--- src/hdl/ecsm_pkg.sv ---
`default_nettype none
package ecsm_pkg;

    // configuration register indexes
    localparam logic CFG_MODULUS = 1'b0;
    localparam logic CFG_CURVE_A = 1'b1;

    localparam int unsigned MODULUS_RESET = 167;
    localparam int unsigned CURVE_A_RESET = 11;

    typedef enum logic [2:0] {
        OP_NONE,
        OP_MOV,
        OP_ADD,
        OP_SUB,
        OP_MUL,
        OP_DIV
    } dp_op_t;

    // datapath register file names; ZERO, ONE, M and A are read-only sources
    typedef enum logic [4:0] {
        R_ZERO,
        R_ONE,
        R_M,
        R_A,
        R_AR,
        R_BX,
        R_BY,
        R_PX,
        R_PY,
        R_QX,
        R_QY,
        R_NUM,
        R_DEN,
        R_S,
        R_T0,
        R_T1,
        R_R0,
        R_R1,
        R_QT,
        R_TMP,
        R_RX
    } dp_reg_t;

    typedef struct packed {
        logic    go;
        logic    load_in;
        dp_op_t  op;
        dp_reg_t dst;
        dp_reg_t src_a;
        dp_reg_t src_b;
    } dp_cmd_t;

    typedef struct packed {
        logic done;
        logic eq_x;
        logic eq_y;
        logic py_zero;
        logic r1_zero;
        logic r0_one;
        logic m_small;
    } dp_status_t;

    typedef enum logic [5:0] {
        ST_IDLE,
        ST_LD_RX,
        ST_LD_RY,
        ST_LD_RA,
        ST_BIT_TOP,
        ST_POST,
        ST_CPB_X,
        ST_CPB_Y,
        ST_CPQ_X,
        ST_CPQ_Y,
        ST_CHECK,
        ST_D_SQ,
        ST_D_T2,
        ST_D_T3,
        ST_D_NA,
        ST_D_DEN,
        ST_C_NUM,
        ST_C_DEN,
        ST_INV_I0,
        ST_INV_I1,
        ST_INV_I2,
        ST_INV_I3,
        ST_INV_TEST,
        ST_INV_DIV,
        ST_INV_MUL,
        ST_INV_SUB,
        ST_INV_SH0,
        ST_INV_SH1,
        ST_INV_SH2,
        ST_INV_SH3,
        ST_S_MUL,
        ST_P_SS,
        ST_P_RX1,
        ST_P_RX2,
        ST_P_D,
        ST_P_E,
        ST_P_RY,
        ST_P_WX,
        ST_P_WY,
        ST_OUT
    } ctrl_state_t;

endpackage
`default_nettype wire

--- src/hdl/ecsm_modmul.sv ---
`default_nettype none
module ecsm_modmul #(
    parameter int W = 16
) (
    input  wire logic         aclk,
    input  wire logic         aresetn,
    input  wire logic         start,
    input  wire logic [W-1:0] u,
    input  wire logic [W-1:0] v,
    input  wire logic [W-1:0] m,
    output logic              done,
    output logic [W-1:0]      p
);
    localparam int CW = $clog2(W + 1);

    logic          busy_reg;
    logic          done_reg;
    logic [CW-1:0] cnt_reg;
    logic [W-1:0]  u_reg;
    logic [W-1:0]  v_reg;
    logic [W-1:0]  acc_reg;
    logic [W:0]    dbl;
    logic [W:0]    dbl_red;
    logic [W:0]    sum;
    logic [W:0]    sum_red;

    // acc = (2*acc + bit*v) mod m, msb of u first; v < m keeps each sum below 2m
    always_comb begin
        dbl     = {acc_reg, 1'b0};
        dbl_red = (dbl >= {1'b0, m}) ? dbl - {1'b0, m} : dbl;
        sum     = dbl_red + (u_reg[W-1] ? {1'b0, v_reg} : '0);
        sum_red = (sum >= {1'b0, m}) ? sum - {1'b0, m} : sum;
    end

    always_ff @(posedge aclk) begin
        if (!aresetn) begin
            busy_reg <= 1'b0;
            done_reg <= 1'b0;
            cnt_reg  <= '0;
        end else begin
            done_reg <= 1'b0;
            if (start) begin
                busy_reg <= 1'b1;
                cnt_reg  <= CW'(W);
            end else if (busy_reg) begin
                cnt_reg <= cnt_reg - 1'b1;
                if (cnt_reg == CW'(1)) begin
                    busy_reg <= 1'b0;
                    done_reg <= 1'b1;
                end
            end
        end
    end

    always_ff @(posedge aclk) begin
        if (start) begin
            u_reg   <= u;
            v_reg   <= v;
            acc_reg <= '0;
        end else if (busy_reg) begin
            u_reg   <= {u_reg[W-2:0], 1'b0};
            acc_reg <= sum_red[W-1:0];
        end
    end

    assign done = done_reg;
    assign p    = acc_reg;
endmodule
`default_nettype wire

--- src/hdl/ecsm_div.sv ---
`default_nettype none
module ecsm_div #(
    parameter int W = 16
) (
    input  wire logic         aclk,
    input  wire logic         aresetn,
    input  wire logic         start,
    input  wire logic [W-1:0] n,
    input  wire logic [W-1:0] d,
    output logic              done,
    output logic [W-1:0]      q,
    output logic [W-1:0]      r
);
    localparam int CW = $clog2(W + 1);

    logic          busy_reg;
    logic          done_reg;
    logic [CW-1:0] cnt_reg;
    logic [W-1:0]  q_reg;
    logic [W-1:0]  d_reg;
    logic [W-1:0]  rem_reg;
    logic [W:0]    trial;
    logic          fits;

    // restoring division, one quotient bit per cycle
    always_comb begin
        trial = {rem_reg, q_reg[W-1]};
        fits  = (trial >= {1'b0, d_reg});
    end

    always_ff @(posedge aclk) begin
        if (!aresetn) begin
            busy_reg <= 1'b0;
            done_reg <= 1'b0;
            cnt_reg  <= '0;
        end else begin
            done_reg <= 1'b0;
            if (start) begin
                busy_reg <= 1'b1;
                cnt_reg  <= CW'(W);
            end else if (busy_reg) begin
                cnt_reg <= cnt_reg - 1'b1;
                if (cnt_reg == CW'(1)) begin
                    busy_reg <= 1'b0;
                    done_reg <= 1'b1;
                end
            end
        end
    end

    always_ff @(posedge aclk) begin
        if (start) begin
            q_reg   <= n;
            d_reg   <= d;
            rem_reg <= '0;
        end else if (busy_reg) begin
            q_reg   <= {q_reg[W-2:0], fits};
            rem_reg <= fits ? W'(trial - {1'b0, d_reg}) : trial[W-1:0];
        end
    end

    assign done = done_reg;
    assign q    = q_reg;
    assign r    = rem_reg;
endmodule
`default_nettype wire

--- src/hdl/ecsm_dp.sv ---
`default_nettype none
module ecsm_dp #(
    parameter int W = 16
) (
    input  wire logic                 aclk,
    input  wire logic                 aresetn,
    input  wire logic                 cfg_wr_en,
    input  wire logic                 cfg_addr,
    input  wire logic [W-1:0]         cfg_wdata,
    input  wire logic [W-1:0]         in_x,
    input  wire logic [W-1:0]         in_y,
    input  wire ecsm_pkg::dp_cmd_t    cmd,
    output ecsm_pkg::dp_status_t      st,
    output logic [W-1:0]              acc_x,
    output logic [W-1:0]              acc_y
);
    import ecsm_pkg::*;

    logic [W-1:0] m_reg, a_reg, ar_reg, bx_reg, by_reg, px_reg, py_reg, qx_reg, qy_reg;
    logic [W-1:0] num_reg, den_reg, s_reg, t0_reg, t1_reg, r0_reg, r1_reg, qt_reg;
    logic [W-1:0] tmp_reg, rx_reg;
    dp_reg_t      dst_reg;
    logic         done_reg;

    logic [W-1:0] opa, opb, alu;
    logic [W:0]   sum;
    logic         simple_go;
    logic         mul_start, mul_done, div_start, div_done;
    logic [W-1:0] mul_p, div_q, div_r;
    logic         wr_en;
    dp_reg_t      wr_dst;
    logic [W-1:0] wr_val;

    function automatic logic [W-1:0] pick(input dp_reg_t sel,
            input logic [W-1:0] m, input logic [W-1:0] a, input logic [W-1:0] ar,
            input logic [W-1:0] bx, input logic [W-1:0] by, input logic [W-1:0] px,
            input logic [W-1:0] py, input logic [W-1:0] qx, input logic [W-1:0] qy,
            input logic [W-1:0] num, input logic [W-1:0] den, input logic [W-1:0] s,
            input logic [W-1:0] t0, input logic [W-1:0] t1, input logic [W-1:0] r0,
            input logic [W-1:0] r1, input logic [W-1:0] qt, input logic [W-1:0] tmp,
            input logic [W-1:0] rx);
        logic [W-1:0] val;
        case (sel)
            R_ZERO:  val = '0;
            R_ONE:   val = W'(1);
            R_M:     val = m;
            R_A:     val = a;
            R_AR:    val = ar;
            R_BX:    val = bx;
            R_BY:    val = by;
            R_PX:    val = px;
            R_PY:    val = py;
            R_QX:    val = qx;
            R_QY:    val = qy;
            R_NUM:   val = num;
            R_DEN:   val = den;
            R_S:     val = s;
            R_T0:    val = t0;
            R_T1:    val = t1;
            R_R0:    val = r0;
            R_R1:    val = r1;
            R_QT:    val = qt;
            R_TMP:   val = tmp;
            R_RX:    val = rx;
            default: val = '0;
        endcase
        return val;
    endfunction

    always_comb begin
        opa = pick(cmd.src_a, m_reg, a_reg, ar_reg, bx_reg, by_reg, px_reg, py_reg,
                   qx_reg, qy_reg, num_reg, den_reg, s_reg, t0_reg, t1_reg, r0_reg,
                   r1_reg, qt_reg, tmp_reg, rx_reg);
        opb = pick(cmd.src_b, m_reg, a_reg, ar_reg, bx_reg, by_reg, px_reg, py_reg,
                   qx_reg, qy_reg, num_reg, den_reg, s_reg, t0_reg, t1_reg, r0_reg,
                   r1_reg, qt_reg, tmp_reg, rx_reg);
    end

    // modular add and subtract; both operands are already below m
    always_comb begin
        sum = '0;
        alu = opa;
        case (cmd.op)
            OP_ADD: begin
                sum = {1'b0, opa} + {1'b0, opb};
                alu = (sum >= {1'b0, m_reg}) ? W'(sum - {1'b0, m_reg}) : sum[W-1:0];
            end
            OP_SUB: begin
                alu = (opa >= opb) ? opa - opb : W'({1'b0, opa} + {1'b0, m_reg} - {1'b0, opb});
            end
            default: alu = opa;
        endcase
    end

    assign simple_go = cmd.go && (cmd.op == OP_MOV || cmd.op == OP_ADD || cmd.op == OP_SUB);
    assign mul_start = cmd.go && (cmd.op == OP_MUL);
    assign div_start = cmd.go && (cmd.op == OP_DIV);

    ecsm_modmul #(.W(W)) u_mul (
        .aclk    (aclk),
        .aresetn (aresetn),
        .start   (mul_start),
        .u       (opa),
        .v       (opb),
        .m       (m_reg),
        .done    (mul_done),
        .p       (mul_p)
    );

    ecsm_div #(.W(W)) u_div (
        .aclk    (aclk),
        .aresetn (aresetn),
        .start   (div_start),
        .n       (opa),
        .d       (opb),
        .done    (div_done),
        .q       (div_q),
        .r       (div_r)
    );

    always_comb begin
        wr_en  = 1'b0;
        wr_dst = cmd.dst;
        wr_val = alu;
        if (simple_go) begin
            wr_en = 1'b1;
        end else if (mul_done) begin
            wr_en  = 1'b1;
            wr_dst = dst_reg;
            wr_val = mul_p;
        end else if (div_done) begin
            wr_en  = 1'b1;
            wr_dst = dst_reg;
            wr_val = div_q;
        end
    end

    always_ff @(posedge aclk) begin
        if (!aresetn) begin
            m_reg    <= W'(MODULUS_RESET);
            a_reg    <= W'(CURVE_A_RESET);
            done_reg <= 1'b0;
        end else begin
            done_reg <= simple_go;
            if (cfg_wr_en && cfg_addr == CFG_MODULUS) begin
                m_reg <= cfg_wdata;
            end
            if (cfg_wr_en && cfg_addr == CFG_CURVE_A) begin
                a_reg <= cfg_wdata;
            end
        end
    end

    always_ff @(posedge aclk) begin
        if (cmd.go) begin
            dst_reg <= cmd.dst;
        end
        if (cmd.load_in) begin
            bx_reg <= in_x;
            by_reg <= in_y;
        end
        if (wr_en) begin
            case (wr_dst)
                R_AR:    ar_reg  <= wr_val;
                R_BX:    bx_reg  <= wr_val;
                R_BY:    by_reg  <= wr_val;
                R_PX:    px_reg  <= wr_val;
                R_PY:    py_reg  <= wr_val;
                R_QX:    qx_reg  <= wr_val;
                R_QY:    qy_reg  <= wr_val;
                R_NUM:   num_reg <= wr_val;
                R_DEN:   den_reg <= wr_val;
                R_S:     s_reg   <= wr_val;
                R_T0:    t0_reg  <= wr_val;
                R_T1:    t1_reg  <= wr_val;
                R_R0:    r0_reg  <= wr_val;
                R_R1:    r1_reg  <= wr_val;
                R_QT:    qt_reg  <= wr_val;
                R_TMP:   tmp_reg <= wr_val;
                R_RX:    rx_reg  <= wr_val;
                default: ;
            endcase
        end
        // remainder of a division always lands in RX
        if (div_done) begin
            rx_reg <= div_r;
        end
    end

    always_comb begin
        st.done    = done_reg || mul_done || div_done;
        st.eq_x    = (px_reg == qx_reg);
        st.eq_y    = (py_reg == qy_reg);
        st.py_zero = (py_reg == '0);
        st.r1_zero = (r1_reg == '0);
        st.r0_one  = (r0_reg == W'(1));
        st.m_small = (m_reg < W'(2));
    end

    assign acc_x = px_reg;
    assign acc_y = py_reg;
endmodule
`default_nettype wire

--- src/hdl/ecsm_ctrl.sv ---
`default_nettype none
module ecsm_ctrl #(
    parameter int SB = 16
) (
    input  wire logic                 aclk,
    input  wire logic                 aresetn,
    input  wire logic                 in_valid,
    output logic                      in_ready,
    input  wire logic [SB-1:0]        in_scalar,
    input  wire logic                 out_free,
    output logic                      out_load,
    output logic                      out_inf,
    output ecsm_pkg::dp_cmd_t         cmd,
    input  wire ecsm_pkg::dp_status_t st
);
    import ecsm_pkg::*;

    localparam int IW = $clog2(SB);

    ctrl_state_t   state_reg, state_next, follow;
    logic [SB-1:0] k_reg, k_next;
    logic [IW-1:0] bit_reg, bit_next;
    logic          inf_reg, inf_next;
    logic          phase_reg, phase_next;
    logic          issued_reg, issued_next;
    dp_op_t        op;
    dp_reg_t       dst, sa, sb;

    always_ff @(posedge aclk) begin
        if (!aresetn) begin
            state_reg  <= ST_IDLE;
            issued_reg <= 1'b0;
            inf_reg    <= 1'b1;
            phase_reg  <= 1'b0;
            bit_reg    <= '0;
            k_reg      <= '0;
        end else begin
            state_reg  <= state_next;
            issued_reg <= issued_next;
            inf_reg    <= inf_next;
            phase_reg  <= phase_next;
            bit_reg    <= bit_next;
            k_reg      <= k_next;
        end
    end

    always_comb begin
        state_next  = state_reg;
        issued_next = issued_reg;
        k_next      = k_reg;
        bit_next    = bit_reg;
        inf_next    = inf_reg;
        phase_next  = phase_reg;
        follow      = state_reg;
        op          = OP_NONE;
        dst         = R_TMP;
        sa          = R_ZERO;
        sb          = R_ZERO;
        in_ready    = 1'b0;
        out_load    = 1'b0;
        cmd.load_in = 1'b0;

        case (state_reg)
            ST_IDLE: begin
                in_ready = 1'b1;
                if (in_valid) begin
                    cmd.load_in = 1'b1;
                    k_next      = in_scalar;
                    bit_next    = IW'(SB - 1);
                    inf_next    = 1'b1;
                    state_next  = st.m_small ? ST_OUT : ST_LD_RX;
                end
            end
            // reduce the base point and curve a modulo m
            ST_LD_RX: begin op = OP_MUL; dst = R_BX; sa = R_BX; sb = R_ONE; follow = ST_LD_RY; end
            ST_LD_RY: begin op = OP_MUL; dst = R_BY; sa = R_BY; sb = R_ONE; follow = ST_LD_RA; end
            ST_LD_RA: begin op = OP_MUL; dst = R_AR; sa = R_A;  sb = R_ONE; follow = ST_BIT_TOP; end
            ST_BIT_TOP: begin
                phase_next = 1'b0;
                state_next = inf_reg ? ST_POST : ST_CPQ_X;
            end
            ST_POST: begin
                if (!phase_reg && k_reg[bit_reg]) begin
                    phase_next = 1'b1;
                    state_next = inf_reg ? ST_CPB_X : ST_CPQ_X;
                end else if (bit_reg == '0) begin
                    state_next = ST_OUT;
                end else begin
                    bit_next   = bit_reg - 1'b1;
                    state_next = ST_BIT_TOP;
                end
            end
            ST_CPB_X: begin op = OP_MOV; dst = R_PX; sa = R_BX; follow = ST_CPB_Y; end
            ST_CPB_Y: begin
                op = OP_MOV; dst = R_PY; sa = R_BY; follow = ST_POST;
                inf_next = 1'b0;
            end
            ST_CPQ_X: begin
                op = OP_MOV; dst = R_QX; sa = phase_reg ? R_BX : R_PX; follow = ST_CPQ_Y;
            end
            ST_CPQ_Y: begin
                op = OP_MOV; dst = R_QY; sa = phase_reg ? R_BY : R_PY; follow = ST_CHECK;
            end
            ST_CHECK: begin
                if (st.eq_x) begin
                    if (!st.eq_y || st.py_zero) begin
                        inf_next   = 1'b1;
                        state_next = ST_POST;
                    end else begin
                        state_next = ST_D_SQ;
                    end
                end else begin
                    state_next = ST_C_NUM;
                end
            end
            // tangent slope: (3x^2 + a) / 2y
            ST_D_SQ:  begin op = OP_MUL; dst = R_TMP; sa = R_PX;  sb = R_PX;  follow = ST_D_T2; end
            ST_D_T2:  begin op = OP_ADD; dst = R_NUM; sa = R_TMP; sb = R_TMP; follow = ST_D_T3; end
            ST_D_T3:  begin op = OP_ADD; dst = R_NUM; sa = R_NUM; sb = R_TMP; follow = ST_D_NA; end
            ST_D_NA:  begin op = OP_ADD; dst = R_NUM; sa = R_NUM; sb = R_AR;  follow = ST_D_DEN; end
            ST_D_DEN: begin op = OP_ADD; dst = R_DEN; sa = R_PY;  sb = R_PY;  follow = ST_INV_I0; end
            // chord slope: (qy - py) / (qx - px)
            ST_C_NUM: begin op = OP_SUB; dst = R_NUM; sa = R_QY;  sb = R_PY;  follow = ST_C_DEN; end
            ST_C_DEN: begin op = OP_SUB; dst = R_DEN; sa = R_QX;  sb = R_PX;  follow = ST_INV_I0; end
            // extended Euclid, with t kept reduced modulo m
            ST_INV_I0: begin op = OP_MOV; dst = R_R0; sa = R_M;    follow = ST_INV_I1; end
            ST_INV_I1: begin op = OP_MOV; dst = R_R1; sa = R_DEN;  follow = ST_INV_I2; end
            ST_INV_I2: begin op = OP_MOV; dst = R_T0; sa = R_ZERO; follow = ST_INV_I3; end
            ST_INV_I3: begin op = OP_MOV; dst = R_T1; sa = R_ONE;  follow = ST_INV_TEST; end
            ST_INV_TEST: begin
                state_next = st.r1_zero ? ST_S_MUL : ST_INV_DIV;
            end
            ST_INV_DIV: begin op = OP_DIV; dst = R_QT;  sa = R_R0; sb = R_R1;  follow = ST_INV_MUL; end
            ST_INV_MUL: begin op = OP_MUL; dst = R_TMP; sa = R_QT; sb = R_T1;  follow = ST_INV_SUB; end
            ST_INV_SUB: begin op = OP_SUB; dst = R_TMP; sa = R_T0; sb = R_TMP; follow = ST_INV_SH0; end
            ST_INV_SH0: begin op = OP_MOV; dst = R_R0;  sa = R_R1;  follow = ST_INV_SH1; end
            ST_INV_SH1: begin op = OP_MOV; dst = R_R1;  sa = R_RX;  follow = ST_INV_SH2; end
            ST_INV_SH2: begin op = OP_MOV; dst = R_T0;  sa = R_T1;  follow = ST_INV_SH3; end
            ST_INV_SH3: begin op = OP_MOV; dst = R_T1;  sa = R_TMP; follow = ST_INV_TEST; end
            // no inverse when the gcd is not one: slope drops to zero
            ST_S_MUL: begin
                op = OP_MUL; dst = R_S; sa = R_NUM; sb = st.r0_one ? R_T0 : R_ZERO;
                follow = ST_P_SS;
            end
            ST_P_SS:  begin op = OP_MUL; dst = R_TMP; sa = R_S;   sb = R_S;   follow = ST_P_RX1; end
            ST_P_RX1: begin op = OP_SUB; dst = R_RX;  sa = R_TMP; sb = R_PX;  follow = ST_P_RX2; end
            ST_P_RX2: begin op = OP_SUB; dst = R_RX;  sa = R_RX;  sb = R_QX;  follow = ST_P_D; end
            ST_P_D:   begin op = OP_SUB; dst = R_TMP; sa = R_PX;  sb = R_RX;  follow = ST_P_E; end
            ST_P_E:   begin op = OP_MUL; dst = R_TMP; sa = R_S;   sb = R_TMP; follow = ST_P_RY; end
            ST_P_RY:  begin op = OP_SUB; dst = R_TMP; sa = R_TMP; sb = R_PY;  follow = ST_P_WX; end
            ST_P_WX:  begin op = OP_MOV; dst = R_PX;  sa = R_RX;  follow = ST_P_WY; end
            ST_P_WY: begin
                op = OP_MOV; dst = R_PY; sa = R_TMP; follow = ST_POST;
                inf_next = 1'b0;
            end
            ST_OUT: begin
                if (out_free) begin
                    out_load   = 1'b1;
                    state_next = ST_IDLE;
                end
            end
            default: state_next = ST_IDLE;
        endcase

        // issue once, then wait for the datapath to report completion
        cmd.go = 1'b0;
        if (op != OP_NONE) begin
            if (!issued_reg) begin
                cmd.go      = 1'b1;
                issued_next = 1'b1;
            end else if (st.done) begin
                issued_next = 1'b0;
                state_next  = follow;
            end
        end
        cmd.op    = op;
        cmd.dst   = dst;
        cmd.src_a = sa;
        cmd.src_b = sb;
    end

    assign out_inf = inf_reg;
endmodule
`default_nettype wire

--- src/hdl/ec_point_scalar_multiply_top.sv ---
// Elliptic curve scalar multiplication, affine coordinates over GF(modulus).
// Input channel s_*: one transaction carries base_x, base_y and scalar k.
// Output channel m_*: one transaction per input with k times the base point;
// m_tuser flags the point at infinity, and then both coordinates are zero.
// The configuration port writes modulus (index 0) and curve a (index 1);
// write only while no transaction is in flight.
// Schedule: the scalar is scanned msb first, one doubling and, for a set bit,
// one addition. Each point operation runs on a shared datapath: a bit-serial
// modular multiplier and a restoring divider, plus combinational add, subtract
// and move. The modular inverse, an extended Euclid loop, dominates; an item
// takes up to SCALAR_BITS*2 point operations. One item is worked at a time.
// A finished result sits in an output register; the next item is accepted
// while it waits. If the receiver stalls, the block stops at the end of the
// following item until the register drains.
// Reset (aresetn low, synchronous) drops any work and pending result and
// restores modulus 167 and curve a 11.
`default_nettype none
module ec_point_scalar_multiply_top #(
    parameter int FIELD_BITS  = 16,
    parameter int SCALAR_BITS = 16
) (
    input  wire logic                  aclk,
    input  wire logic                  aresetn,
    input  wire logic                  cfg_wr_en,
    input  wire logic                  cfg_addr,
    input  wire logic [FIELD_BITS-1:0] cfg_wdata,
    input  wire logic                  s_tvalid,
    output logic                       s_tready,
    // base_x, base_y, scalar (lowest bits first), zero padded
    input  wire logic [((2*FIELD_BITS+SCALAR_BITS+7)/8)*8-1:0] s_tdata,
    output logic                       m_tvalid,
    input  wire logic                  m_tready,
    // result_x, result_y (lowest bits first), zero padded
    output logic [((2*FIELD_BITS+7)/8)*8-1:0] m_tdata,
    // at_infinity
    output logic [0:0]                 m_tuser
);
    import ecsm_pkg::*;

    localparam int OUT_TW = ((2*FIELD_BITS+7)/8)*8;

    dp_cmd_t               cmd;
    dp_status_t            st;
    logic                  out_free, out_load, out_inf;
    logic [FIELD_BITS-1:0] acc_x, acc_y;
    logic                  m_tvalid_reg;
    logic [FIELD_BITS-1:0] res_x_reg, res_y_reg;
    logic                  res_inf_reg;

    assign out_free = !m_tvalid_reg || m_tready;

    ecsm_ctrl #(.SB(SCALAR_BITS)) u_ctrl (
        .aclk      (aclk),
        .aresetn   (aresetn),
        .in_valid  (s_tvalid),
        .in_ready  (s_tready),
        .in_scalar (s_tdata[2*FIELD_BITS +: SCALAR_BITS]),
        .out_free  (out_free),
        .out_load  (out_load),
        .out_inf   (out_inf),
        .cmd       (cmd),
        .st        (st)
    );

    ecsm_dp #(.W(FIELD_BITS)) u_dp (
        .aclk      (aclk),
        .aresetn   (aresetn),
        .cfg_wr_en (cfg_wr_en),
        .cfg_addr  (cfg_addr),
        .cfg_wdata (cfg_wdata),
        .in_x      (s_tdata[0 +: FIELD_BITS]),
        .in_y      (s_tdata[FIELD_BITS +: FIELD_BITS]),
        .cmd       (cmd),
        .st        (st),
        .acc_x     (acc_x),
        .acc_y     (acc_y)
    );

    always_ff @(posedge aclk) begin
        if (!aresetn) begin
            m_tvalid_reg <= 1'b0;
        end else if (out_load) begin
            m_tvalid_reg <= 1'b1;
        end else if (m_tready) begin
            m_tvalid_reg <= 1'b0;
        end
    end

    always_ff @(posedge aclk) begin
        if (out_load) begin
            res_x_reg   <= out_inf ? '0 : acc_x;
            res_y_reg   <= out_inf ? '0 : acc_y;
            res_inf_reg <= out_inf;
        end
    end

    assign m_tvalid = m_tvalid_reg;
    assign m_tdata  = OUT_TW'({res_y_reg, res_x_reg});
    assign m_tuser  = res_inf_reg;

    a_inf_zero: assert property (@(posedge aclk) disable iff (!aresetn)
        m_tvalid && m_tuser[0] |-> m_tdata == '0)
        else $error("infinity result with nonzero coordinates");

    a_no_overwrite: assert property (@(posedge aclk) disable iff (!aresetn)
        out_load |-> out_free)
        else $error("result loaded over a pending transaction");

    a_busy_no_accept: assert property (@(posedge aclk) disable iff (!aresetn)
        cmd.go |-> !s_tready)
        else $error("input ready while datapath works");
endmodule
`default_nettype wire

--- config.mk ---
export PLATFORM = sky130hd
export DESIGN_NAME = ec_point_scalar_multiply_top
export DESIGN_NICKNAME = d
export VERILOG_FILES = /design/src/hdl/ecsm_pkg.sv /design/src/hdl/ecsm_modmul.sv /design/src/hdl/ecsm_div.sv /design/src/hdl/ecsm_dp.sv /design/src/hdl/ecsm_ctrl.sv /design/src/hdl/ec_point_scalar_multiply_top.sv
export SDC_FILE = /design/constraint.sdc
export NUM_CORES = 1
export LEC_CHECK = 0
export ABC_CLOCK_PERIOD_IN_PS = 8250
export BUFFER_PORTS_ARGS = -buffer_cell sky130_fd_sc_hd__buf_2
export CAP_MARGIN = 20
export CORE_MARGIN = 4
export CORE_UTILIZATION = 40
export CTS_BUF_LIST = sky130_fd_sc_hd__clkbuf_8
export CTS_CLUSTER_SIZE = 8
export DETAILED_ROUTE_END_ITERATION = 8
export PLACE_DENSITY_LB_ADDON = 0.15
export SYNTH_ARGS = -nofsm -noshare
export SYNTH_HDL_FRONTEND = slang
export SYNTH_SLANG_ARGS = --single-unit
--- constraint.sdc ---
create_clock -name aclk -period 8.25 [get_ports aclk]
set_input_delay 1.2375 -clock aclk [delete_from_list [all_inputs] [get_ports aclk]]
set_output_delay 1.2375 -clock aclk [all_outputs]
set_load 0.01 [all_outputs]
# After elaboration in Yosys (flattened, before gate mapping)
# Cells that the tools add are included.
# classes
addsub	12
n_lt_le_gt_ge	7
n_eq_ne	113
n_mux	88
n_bitwise	4
reduce_logical	76
# op_table
operator	n
case mux 16 bit (20 select lines)	2
two-way mux 16 bit	21
case mux 6 bit (31 select lines)	1
== test 5 x 4 -> 1 bit (second input constant)	24
case mux 5 bit (21 select lines)	1
== test 6 x 5 -> 1 bit (second input constant)	16
case mux 5 bit (16 select lines)	1
subtractor 16 bit	5
== test 5 bit (second input constant)	15
>= comparator 17 x 16 -> 1 bit	4
== test 5 x 3 -> 1 bit (second input constant)	12
case mux 5 bit (11 select lines)	1
== test 6 x 4 -> 1 bit (second input constant)	8
== test 6 bit (second input constant)	8
two-way mux 6 bit	8
case mux 6 bit (7 select lines)	1
two-way mux 5 bit	8
two-way mux 4 bit	9
inequality test 34 bit (second input constant)	1
AND reduction 2 bit	17
OR reduction 34 bit	1
== test 16 bit	2
logical NOT 16 bit	2
case mux 16 bit (2 select lines)	1
44 further kinds	131
# word_totals
register_bits	483
inputBits	70

# Depth between registers and ports, before layout
# logic_depth
depth_word	15
ltp_mapped	35
mapped_depth_nobuf	30

# By module
# Synthesis repeated with hierarchy kept, for this count alone.
# unflattened
hier_cells	3275
hier_area_um2	31407.6
# modules_own_cells
module	instances	cells_per_inst	area_per_inst_um2	seq_area_each_um2
ecsm_dp	1	1973	19637.6	8658.3
ecsm_modmul	1	526	4683.2	1421.4
ecsm_div	1	280	3044.2	1421.4
ecsm_ctrl	1	424	2783.9	580.6
ec_point_scalar_multiply_top	1	72	1258.7	1011.0

# Worst setup path after synthesis
# OpenSTA, ideal clock, no wires.
# synth_path
path_type	register -> register
startpoint	reg u_ctrl.state_reg[3]
endpoint	reg u_dp.rx_reg[12], data pin
t_arrival_ns	6.916
required_ns	7.990
setup_slack_ns	1.074
path_stages_with_launch	32
period_less_slack_ns	7.176
path_cell_list	dfxtp_1 -> buf_2 -> buf_4 -> buf_2 -> buf_2 -> buf_1 -> nand3_1 -> nor2_1 -> clkbuf_1 -> a22oi_1 -> nand4_1 -> a221o_1 -> ha_1 -> inv_1 -> fa_1 -> o21bai_1 -> a21oi_1 -> o211a_1 -> o21bai_1 -> mux2i_1 -> o2111ai_1 -> ha_1 -> a21oi_1 -> o21ai_0 -> nor4_1 -> o32ai_1 -> nor2_1 -> buf_2 -> mux2i_1 -> a2bb2oi_1 -> nand3_1 -> mux2_2
# synth_via
elab_chain_cells	15
word_cells_on_any_way	118
classes_between	add/sub (5); order compare (2); eq/ne (77); mux (15); reduce/logical (19)
# synth_rtl
item	line_no	text
start: declaration	ecsm_ctrl.sv:20	ctrl_state_t state_reg, state_next, follow;
start signal: assignment	ecsm_ctrl.sv:38	state_reg <= state_next;
== test 6 x 4 -> 1 bit, or another cell as far along	ecsm_ctrl.sv:63	case (state_reg)
OR reduction 4 bit (no source line) / OR reduction 3 bit (equally long branches)	n/a	
case mux 5 bit (11 select lines) (*)	ecsm_ctrl.sv:63	
== test 5 bit, or another cell as far along	ecsm_dp.sv:43	case (sel)
case mux 16 bit (20 select lines) (*)	ecsm_dp.sv:43	
via u_dp.opb[0]	ecsm_dp.sv:25	logic [W-1:0] opa, opb, alu;
adder 16 x 16 -> 17 bit	ecsm_dp.sv:85	sum = {1'b0, opa} + {1'b0, opb};
subtractor 16 bit / >= comparator 17 x 16 -> 1 bit (equally long branches)	ecsm_dp.sv:86	alu = (sum >= {1'b0, m_reg}) ? W'(sum - {1'b0, m_reg}) : sum[W-1:0];
two-way mux 16 bit	ecsm_dp.sv:86	
case mux 16 bit (2 select lines) (*)	ecsm_dp.sv:83	case (cmd.op)
two-way mux 16 bit	ecsm_dp.sv:131	end else if (div_done) begin
two-way mux 16 bit	ecsm_dp.sv:127	end else if (mul_done) begin
two-way mux 16 bit (*)	ecsm_dp.sv:125	if (simple_go) begin
via u_dp.wr_val[12]	ecsm_dp.sv:32	logic [W-1:0] wr_val;
two-way mux 16 bit (*)	ecsm_dp.sv:163	case (wr_dst)
two-way mux 16 bit (*)	ecsm_dp.sv:162	if (wr_en) begin
two-way mux 16 bit (*)	ecsm_dp.sv:185	if (div_done) begin
end signal: assignment	ecsm_dp.sv:180	R_RX: rx_reg <= wr_val;
end signal: assignment	ecsm_dp.sv:186	rx_reg <= div_r;
end: declaration	ecsm_dp.sv:21	logic [W-1:0] tmp_reg, rx_reg;
# The timed path passes the listed nets; every way through them passes the cells marked *. The select of a mux whose other input is x is not followed.
# A chain may end at the register's enable or synchronous reset.

# Final worst setup path
# layout_path
startpoint	reg u_ctrl.state_reg[3]
endpoint	reg u_dp.num_reg[4], data pin
# layout_via
elab_chain_cells	12
word_cells_on_any_way	115
classes_between	add/sub (5); order compare (2); eq/ne (77); mux (12); reduce/logical (19)
# layout_rtl
item	line_no	text
== test 6 x 5 -> 1 bit, or another cell as far along	ecsm_ctrl.sv:63	
OR reduction 5 bit (no source line), or another cell as far along	n/a	
case mux 5 bit (21 select lines) / case mux 5 bit (11 select lines) (equally long branches)	ecsm_ctrl.sv:63	
== test 5 bit, or another cell as far along	ecsm_dp.sv:43	
case mux 16 bit (20 select lines)	ecsm_dp.sv:43	
adder 16 bit / adder 16 x 16 -> 17 bit (equally long branches)	ecsm_dp.sv:89, ecsm_dp.sv:85	
subtractor 16 bit, or another cell as far along	ecsm_dp.sv:89	alu = (opa >= opb) ? opa - opb : W'({1'b0, opa} + {1'b0, m_reg} - {1'b0, opb});
two-way mux 16 bit, on equally long branches	ecsm_dp.sv:89, ecsm_dp.sv:86	
case mux 16 bit (2 select lines)	ecsm_dp.sv:83	
two-way mux 16 bit	ecsm_dp.sv:131	
two-way mux 16 bit	ecsm_dp.sv:127	
two-way mux 16 bit (*)	ecsm_dp.sv:125	
via u_dp.wr_val[4]	ecsm_dp.sv:32	
end signal: assignment	ecsm_dp.sv:171	R_NUM: num_reg <= wr_val;
end: declaration	ecsm_dp.sv:20	logic [W-1:0] num_reg, den_reg, s_reg, t0_reg, t1_reg, r0_reg, r1_reg, qt_reg;
# The timed path passes the listed nets; every way through them passes the cells marked *.

==> out/results.txt <==
Static Leak -> 13.4 nW
Clk pin slew, worst setup/hold paths -> 60 ps
Drt wl/cell -> 30.2 µm
Peak VDD IR -> 0.248 mV
Crit. Startpoint -> u_ctrl.state_reg[3]
Placer Congestion -> 1.00
CTS tree -> done
Tightest Pin Transition -> 1120 ps
Yosys reg bits -> 483
Layout cell share with drive strength beyond 1 -> 0.162
Via count -> 27,000
DRT Wirelength -> 130 mm
EDFF count, synth -> 342
Post-Syn Nets -> 3,280
Root Buffer -> clkbuf_8
Area delta synth->final -> 15.3%
Remaining DRCs -> 0
Synth area leader -> edfxtp_1
Setup-failing EPs final -> 0
Hold buffers post-CTS -> 0
Routed vias/inst -> 6.26
Post-synth cell types -> 112
Synth async-reset ratio -> 0
Post-synthesis average cell area -> 9.74 µm²
GR Overflow Total -> 0
Die X -> 281 µm
Yosys Warn Count -> 0
Mapped cell area -> 0.0297 mm²
Minimum clock period -> 7940 ps
Sink Count -> 483
Clk Latency, worst-skew pair -> 730 ps
Critical path type -> flip-flop to flip-flop
Htree depth -> 3
Pwr dens -> 257 mW/mm²
FF-to-FF path depth -> 27
CP arrival -> 8310 ps
Die Ht -> 281 µm
Layout Nets -> 3,502
Max Slew Vio Count -> 0
CP endpoint -> u_dp.num_reg[4]
Final ANT Viol Nets -> 0
R2R Setup Slk -> 310 ps
Most used DFF post-synth -> edfxtp_1
Fin Clk Skew -> 43.4 ps
DP Worst Slack -> 53.8 ps
CP Capture Type -> flip-flop
DPL Wire Length -> 99.6 mm
Sequential share of the synthesized area -> 0.440
Max Root-Sink Buffers -> 3
Initial Utilization -> 0.405
CTS buffer count -> 88
Std cell rows -> 99
Max cap viols -> 0
Max Freq -> 0.126 GHz
Hold Crit Class -> flip-flop to flip-flop
Core Area -> 0.0733 mm²
Initial antenna violation count -> 7
Reg2reg end -> u_dp.num_reg[4]
Setup TNS -> 0 ps
Overall routing resource usage -> 0.322
Cells after DPL -> 4,141
Required time of the critical path -> 8630 ps
Port bufs -> 104
Detailed Routing Iterations Pass 1 -> 9
Slew headroom -> 0.247
CP startpoint kind -> flip-flop
Final worst slack -> 313 ps
Largest cells by area after synthesis -> edfxtp_1 35%, dfxtp_1 9.5%, ha_1 5.6%
Die area -> 0.0788 mm²
Vias in the first global route -> 26,000
Yosys top cell area share -> 0.345
Total power -> 8.82 mW
Non-Filler Instances -> 4,307
Final hold viol count -> 0
Reg2Reg Launch Point -> u_ctrl.state_reg[3]
Hold Startpoint -> u_ctrl.k_reg[6]
Post-Syn Instances -> 3,054
Crit-path max FO -> 31
Top-Level Pins -> 105
Status -> finished, final reports clean
DR iter-0 viols -> 3,285
WHS -> 454 ps
First-pass GRT wire length -> 185 mm
Final worst path period share -> 0.962
RSZ-0062 raised after global routing -> false
Largest net degree at the start of global routing -> 54
## critical path, cell delays in order, from the launching register on
cell       delay, ps
dfxtp_2          400
buf_12           200
nor2b_1          140
buf_4            200
a221oi_2         360
o22ai_2          220
o2bb2ai_2        460
nor3_2            70
buf_4            200
a221oi_1         580
nand3_1          340
ha_1             400
nor3_1           320
o21ai_1          110
nor3b_1          160
a21oi_1          310
a21oi_1          140
xor2_1           190
ha_1             350
nand2_1          100
o21ai_0          300
nor2_1           130
o32ai_1          390
nor2_1           140
buf_4            230
mux2_2           250
a221oi_2          70
a22oi_2          800
## layer usage
layer	global-route usage	part of all wire	vias to the layer above
met1	0.429	0.41	13300
met2	0.506	0.45	1446
met4	0.163	0.058	4
li1	-	-	11900
met3	0.0585	0.088	323
met5	0	0.00021	-
## repair_timing
| item | 4_1_cts | 5_1_grt |
|---|---|---|
| endpoints found under the setup margin | 0 | 257 |
| setup buffers | 0 | 1 |
| gates resized for setup | 0 | 21 |
## placed cells by master (no fill, tap or decap), types with 115 or more instances in the layout
cell type  Yosys  routed
a21oi_1      209     209
a22oi_1      130     130
buf_4         12     172
dfxtp_1      141     138
edfxtp_1     342     342
ha_1         134     134
inv_1        148     172
nand2_1      359     358
nor2_1       214     211
o21ai_0      118     115
## layout make-up
| cell class | count | area [µm²] |
|---|---|---|
| multi-input cells | 2263 | 15500 |
| flip-flops and latches | 483 | 13100 |
| clock buffers | 101 | 1390 |
| diodes | 3 | 7.51 |
| clock inverters | 58 | 512 |
| fillers | 7126 | 39100 |
| well taps | 959 | 1200 |
| repair buffers | 285 | 1980 |
| inverters | 155 | 582 |
## how the worst min path moves through the flow
stage	endpoint	slack, ps	cells after the start
2_1_floorplan	m_tuser	430	0
3_3_place_gp	u_ctrl.k_reg[6]	440	2
3_5_place_dp	u_ctrl.k_reg[10]	450	2
4_1_cts	u_ctrl.k_reg[10]	460	2
5_1_grt	u_ctrl.k_reg[6]	480	2
6_report	u_ctrl.k_reg[6]	450	2
## cell families after synthesis
logic type / after synthesis / share of synthesized area
XOR/XNOR: 137 / 0.0404
multiplexers: 78 / 0.0294
AND/OR/NAND/NOR: 1010 / 0.168
flip-flops: 483 / 0.440
AO/OA/AOI/OAI: 881 / 0.207
buffers and inverters: 308 / 0.0440
adder cells (fa/ha/maj): 157 / 0.0715
## synthesized netlist by cell type, types with 69 or more instances
cell and count:
nand2_1 359, o21ai_0 118, nor2b_1 69, ha_1 134, a21oi_1 209, a22oi_1 130, xnor2_1 80, inv_1 148
dfxtp_1 141, edfxtp_1 342, nor2_1 214, clkbuf_1 81
## report_power, final
| group | internal, mW | total, mW | switching, mW | leakage [nW] |
|---|---|---|---|---|
| clock | 1.36 | 2.52 | 1.16 | 1.06 |
| combinational | 1.51 | 3.43 | 1.92 | 8.06 |
| sequential | 2.69 | 2.87 | 0.175 | 4.30 |
## through the flow
step                      area [µm²]   util
after detailed placement       32200  0.439
after floorplan                29700      -
final                          34300  0.467
after global placement         32200  0.439
after CTS                      34100  0.465
after global routing           34300  0.467
No activity file was read; power rests on OpenSTA's default activity.
